`src/assert_macros.svh`:
```
// Assertion helpers; compiled out when SYNTH is defined.
`ifndef ASSERT_MACROS_SVH
`define ASSERT_MACROS_SVH

`ifndef SYNTH
`define ASSERT_PROP(lbl, clk, rst, prop) \
  lbl: assert property (@(posedge clk) disable iff (rst) prop) else $error("assertion failed");
`define ASSERT_IMPL(lbl, clk, rst, ante, cons) \
  lbl: assert property (@(posedge clk) disable iff (rst) (ante) |-> (cons)) \
    else $error("implication failed");
`else
`define ASSERT_PROP(lbl, clk, rst, prop)
`define ASSERT_IMPL(lbl, clk, rst, ante, cons)
`endif

`endif

```
`src/rgbbox_pkg.sv`:
```
package rgbbox_pkg;

  localparam int CHAN_W      = 8;
  localparam int REG_ROWS_W  = 13;
  localparam int REG_COLS_W  = 11;
  localparam int REG_SCALE_W = 5;
  localparam int ROWS_LIMIT  = 4096;
  localparam int ROW_W       = $clog2(ROWS_LIMIT);
  localparam int PADDR_W     = 4;
  localparam int PDATA_W     = 32;

  localparam int DEF_MAX_WIDTH = 1024;
  localparam int DEF_MAX_SCALE = 16;

  localparam logic [REG_ROWS_W-1:0]  ROWS_RST  = REG_ROWS_W'(480);
  localparam logic [REG_COLS_W-1:0]  COLS_RST  = REG_COLS_W'(640);
  localparam logic [REG_SCALE_W-1:0] SCALE_RST = REG_SCALE_W'(2);

  // register index = paddr[3:2]
  localparam logic [1:0] REG_ROWS  = 2'd0;
  localparam logic [1:0] REG_COLS  = 2'd1;
  localparam logic [1:0] REG_SCALE = 2'd2;

  typedef enum logic [1:0] {
    ST_IDLE,
    ST_ACC,
    ST_DIV,
    ST_LOAD
  } state_t;

  typedef struct packed {
    logic accept;     // pixel transfer this cycle
    logic acc;        // read-modify-write of column sums
    logic div_start;  // load divider with fresh sums
    logic div_step;   // one quotient bit
    logic load;       // move quotient into output register
  } cmd_t;

  typedef struct packed {
    logic in_block;   // current pixel lies in a whole block
    logic last_q;     // latched pixel closes its block
    logic div_done;   // divider on its final step
    logic out_free;   // output register can take a result
  } status_t;

endpackage

```
`src/rgbbox_ctrl.sv`:
```
`include "assert_macros.svh"

module rgbbox_ctrl import rgbbox_pkg::*; (
  input  logic    clk,
  input  logic    rst,
  input  logic    s_tvalid,
  output logic    s_tready,
  input  status_t st,
  output cmd_t    cmd
);

  state_t state, state_next;

  always_ff @(posedge clk) begin
    if (rst) begin
      state <= ST_IDLE;
    end else begin
      state <= state_next;
    end
  end

  always_comb begin
    state_next = state;
    unique case (state)
      ST_IDLE: if (s_tvalid && st.in_block) state_next = ST_ACC;
      ST_ACC:  state_next = st.last_q ? ST_DIV : ST_IDLE;
      ST_DIV:  if (st.div_done) state_next = ST_LOAD;
      ST_LOAD: if (st.out_free) state_next = ST_IDLE;
      default: state_next = ST_IDLE;
    endcase
  end

  always_comb begin
    cmd       = '0;
    s_tready  = 1'b0;
    unique case (state)
      ST_IDLE: begin
        s_tready   = 1'b1;
        cmd.accept = s_tvalid;
      end
      ST_ACC: begin
        cmd.acc       = 1'b1;
        cmd.div_start = st.last_q;
      end
      ST_DIV:  cmd.div_step = 1'b1;
      ST_LOAD: cmd.load = st.out_free;
      default: cmd = '0;
    endcase
  end

  `ASSERT_IMPL(a_load_from_div, clk, rst, state == ST_LOAD,
    $past(state) == ST_DIV || $past(state) == ST_LOAD)
  `ASSERT_IMPL(a_acc_after_accept, clk, rst, state == ST_ACC, $past(cmd.accept))
  `ASSERT_PROP(a_one_cmd, clk, rst, $onehot0({cmd.accept, cmd.acc, cmd.div_step, cmd.load}))

endmodule

```
`config.mk`:
```
export PLATFORM = sky130hd
export DESIGN_NAME = rgbbox_ctrl
export DESIGN_NICKNAME = d
export VERILOG_FILES = /design/src/rgbbox_pkg.sv /design/src/rgbbox_ctrl.sv
export VERILOG_INCLUDE_DIRS = /design/src /design/src/src
export SDC_FILE = /design/constraint.sdc
export NUM_CORES = 1
export LEC_CHECK = 0
export BUFFER_PORTS_ARGS = -buffer_cell sky130_fd_sc_hd__buf_4
export CAP_MARGIN = 40
export CORE_AREA = 2 2 39 41
export CTS_BUF_LIST = sky130_fd_sc_hd__clkbuf_8
export CTS_CLUSTER_DIAMETER = 40
export CTS_CLUSTER_SIZE = 14
export DETAILED_ROUTE_END_ITERATION = 16
export DIE_AREA = 0 0 41 43
export SYNTH_ARGS = -nofsm -noshare
export SYNTH_HDL_FRONTEND = slang
export SYNTH_SLANG_ARGS = --single-unit
```
`constraint.sdc`:
```
create_clock -name clk -period 2 [get_ports clk]
set_input_delay 0.1 -clock clk [delete_from_list [all_inputs] [get_ports clk]]
set_output_delay 0.1 -clock clk [all_outputs]
set_load 0.05 [all_outputs]
```
==> flow_summary.json <==
{
  "grt_max_degree": 10,
  "status": "complete, no violations",
  "yosysSeqAreaShare_pct": 32.3,
  "root_buffer": "clkbuf_8",
  "max-vdd-ir-drop_mv": 0.208,
  "path_class": "reg2out",
  "fin_crit_sh_pct": 57.3,
  "grt_util_all_layers_pct": 4.90,
  "power.density_mw_per_mm2": 1000,
  "arrival_ns": 1.05,
  "setup_viol": 0,
  "r2r.worst_path.cells": 2,
  "cts_max_level": 1,
  "holdPathStages": 2,
  "synthDistinctLibCells": 13,
  "die_h_microns": 43,
  "ys_warn_count": 0,
  "clock-sinks": 2,
  "hp-class": "in2reg",
  "total_power_mw": 0.276,
  "worst_slew_pin_slew_ns": 0.220,
  "fin_skew_ns": 0.00189,
  "place_ws_ns": 1.07,
  "relSlewSlack_pct": 85.3,
  "rsz0062_at_grt": "false",
  "instances_no_fill": 45,
  "core_sq_mm": 0.00138,
  "drt_first_pass_iters": 1,
  "drv_cap": 0,
  "hold_slack_ns": 0.0664,
  "cts_resized": 0,
  "cts_hold_buffers": 0,
  "n_antenna_cell": 0,
  "fp.dieW_microns": 41,
  "drt_iter0_drc": 0,
  "ant_nets": 0,
  "fmax_mhz": 872,
  "cts_max_path_buffers": 2,
  "vias": 150,
  "grt-ovfl-total": 0,
  "stdcell_area_sq_um": 275,
  "place_area_sq_um": 234,
  "syn_area_sq_um": 124,
  "synth_nets": 21,
  "cts_inserted_buffers": 3,
  "cts_tree": "built",
  "drv_slew": 0,
  "final_core_util_pct": 19.9,
  "reg2reg_slack_ns": 1.08,
  "numPortBuffers": 12,
  "nets": 38,
  "start_util_pct": 8.95,
  "io_pins": 13,
  "hold_viol": 0,
  "syn2layout_area_growth_pct": 122,
  "avgSynthCellArea_sq_um": 8.85,
  "fin_crit_ns": 1.15,
  "gp_congestion": 0.432,
  "grt_pass1_vias": 137,
  "totalWireLength_microns": 324,
  "wl_per_cell_microns": 7.20,
  "postLayoutSetupSlackWorst_ns": 0.854,
  "post_cts_buffers": 0,
  "cp.required_ns": 1.90,
  "dieArea_sq_mm": 0.00176,
  "place_hpwl_microns": 255,
  "critPathLaunchType": "flip-flop",
  "p_leak_nw": 0.142,
  "synthCells": 14,
  "fin_setup_tns_ns": 0,
  "placementRows": 14,
  "grt_pass1_wl_microns": 489,
  "hold_end": "state[0]$_SDFFE_PP0P_",
  "ys_ff_latch": 2,
  "final_common_cell": "buf_4",
  "drive_above_1_share_pct": 51.7,
  "hp-start": "rst",
  "insertion_delay_ns": 0.21,
  "endpoint_kind": "output pin",
  "crit_fanout": 8,
  "antenna_found_initial": 0,
  "dp.cells": 42,
  "drc": 0,
  "via_per_inst": 3.33,
  "clk_pin_slew_ns": 0.03,
  "final_cell_mix": "buf_4, clkbuf_8, dfxtp_1"
}
## how the worst max path moves through the flow
stage	start	endpoint	slack, ns	cells after the start
after detailed placement	state[0]$_SDFFE_PP0P_	cmd[4]	1.07	3
after CTS	state[0]$_SDFFE_PP0P_	cmd[4]	0.85	3
after floorplan	state[0]$_SDFFE_PP0P_	cmd[4]	0.33	2
final	state[0]$_SDFFE_PP0P_	cmd[4]	0.85	3
after global placement	flip-flop	cmd[4]	1.08	3
after global routing	flip-flop	cmd[4]	0.78	3
## routing by layer
metal	GRT usage [%]	share of wire [%]	vias up
met5	0	0	-
met4	6.00	0	0
met3	4.71	16	0
met2	6.25	45	9
met1	3.50	39	59
li1	-	-	82
## kinds of logic after synthesis
family	share of synthesized area [%]
and+or+nand+nor	42.4
DFF	32.3
AOI/OAI and AO/OA	25.3
## cell usage after synthesis
master | count | area (sq um)
nor2_1 | 1 | 3.75
nor2b_1 | 1 | 6.26
dfxtp_1 | 2 | 40.0
a21oi_1 | 1 | 5.00
o21ba_1 | 1 | 10.0
and2_1 | 1 | 6.26
nand2b_1 | 1 | 6.26
and2b_1 | 1 | 7.51
a221oi_1 | 1 | 8.76
a21boi_0 | 1 | 7.51
and3_1 | 1 | 6.26
and3b_1 | 1 | 8.76
nand3b_1 | 1 | 7.51
## power breakdown
group	switching (mW)	leakage [nW]	internal [mW]
logic	0.0438	0.104	0.0276
registers	0.00514	0.0164	0.0435
clock network	0.0293	0.0216	0.127
total	0.0782	0.142	0.198
## final cells by class
type / instances / area, sq um
multi-input combinational: 12 / 83.8
fill: 155 / 1110
timing repair buffer: 12 / 90.1
tap: 16 / 20.0
clock buffer: 3 / 41.3
sequential: 2 / 40.0
## worst max-delay path, stage by stage, from the launching register on
cell     delay [ns]
dfxtp_1        0.41
nor2_1         0.09
and2_1         0.16
buf_4          0.18
Power figures use the tool's default switching activity.
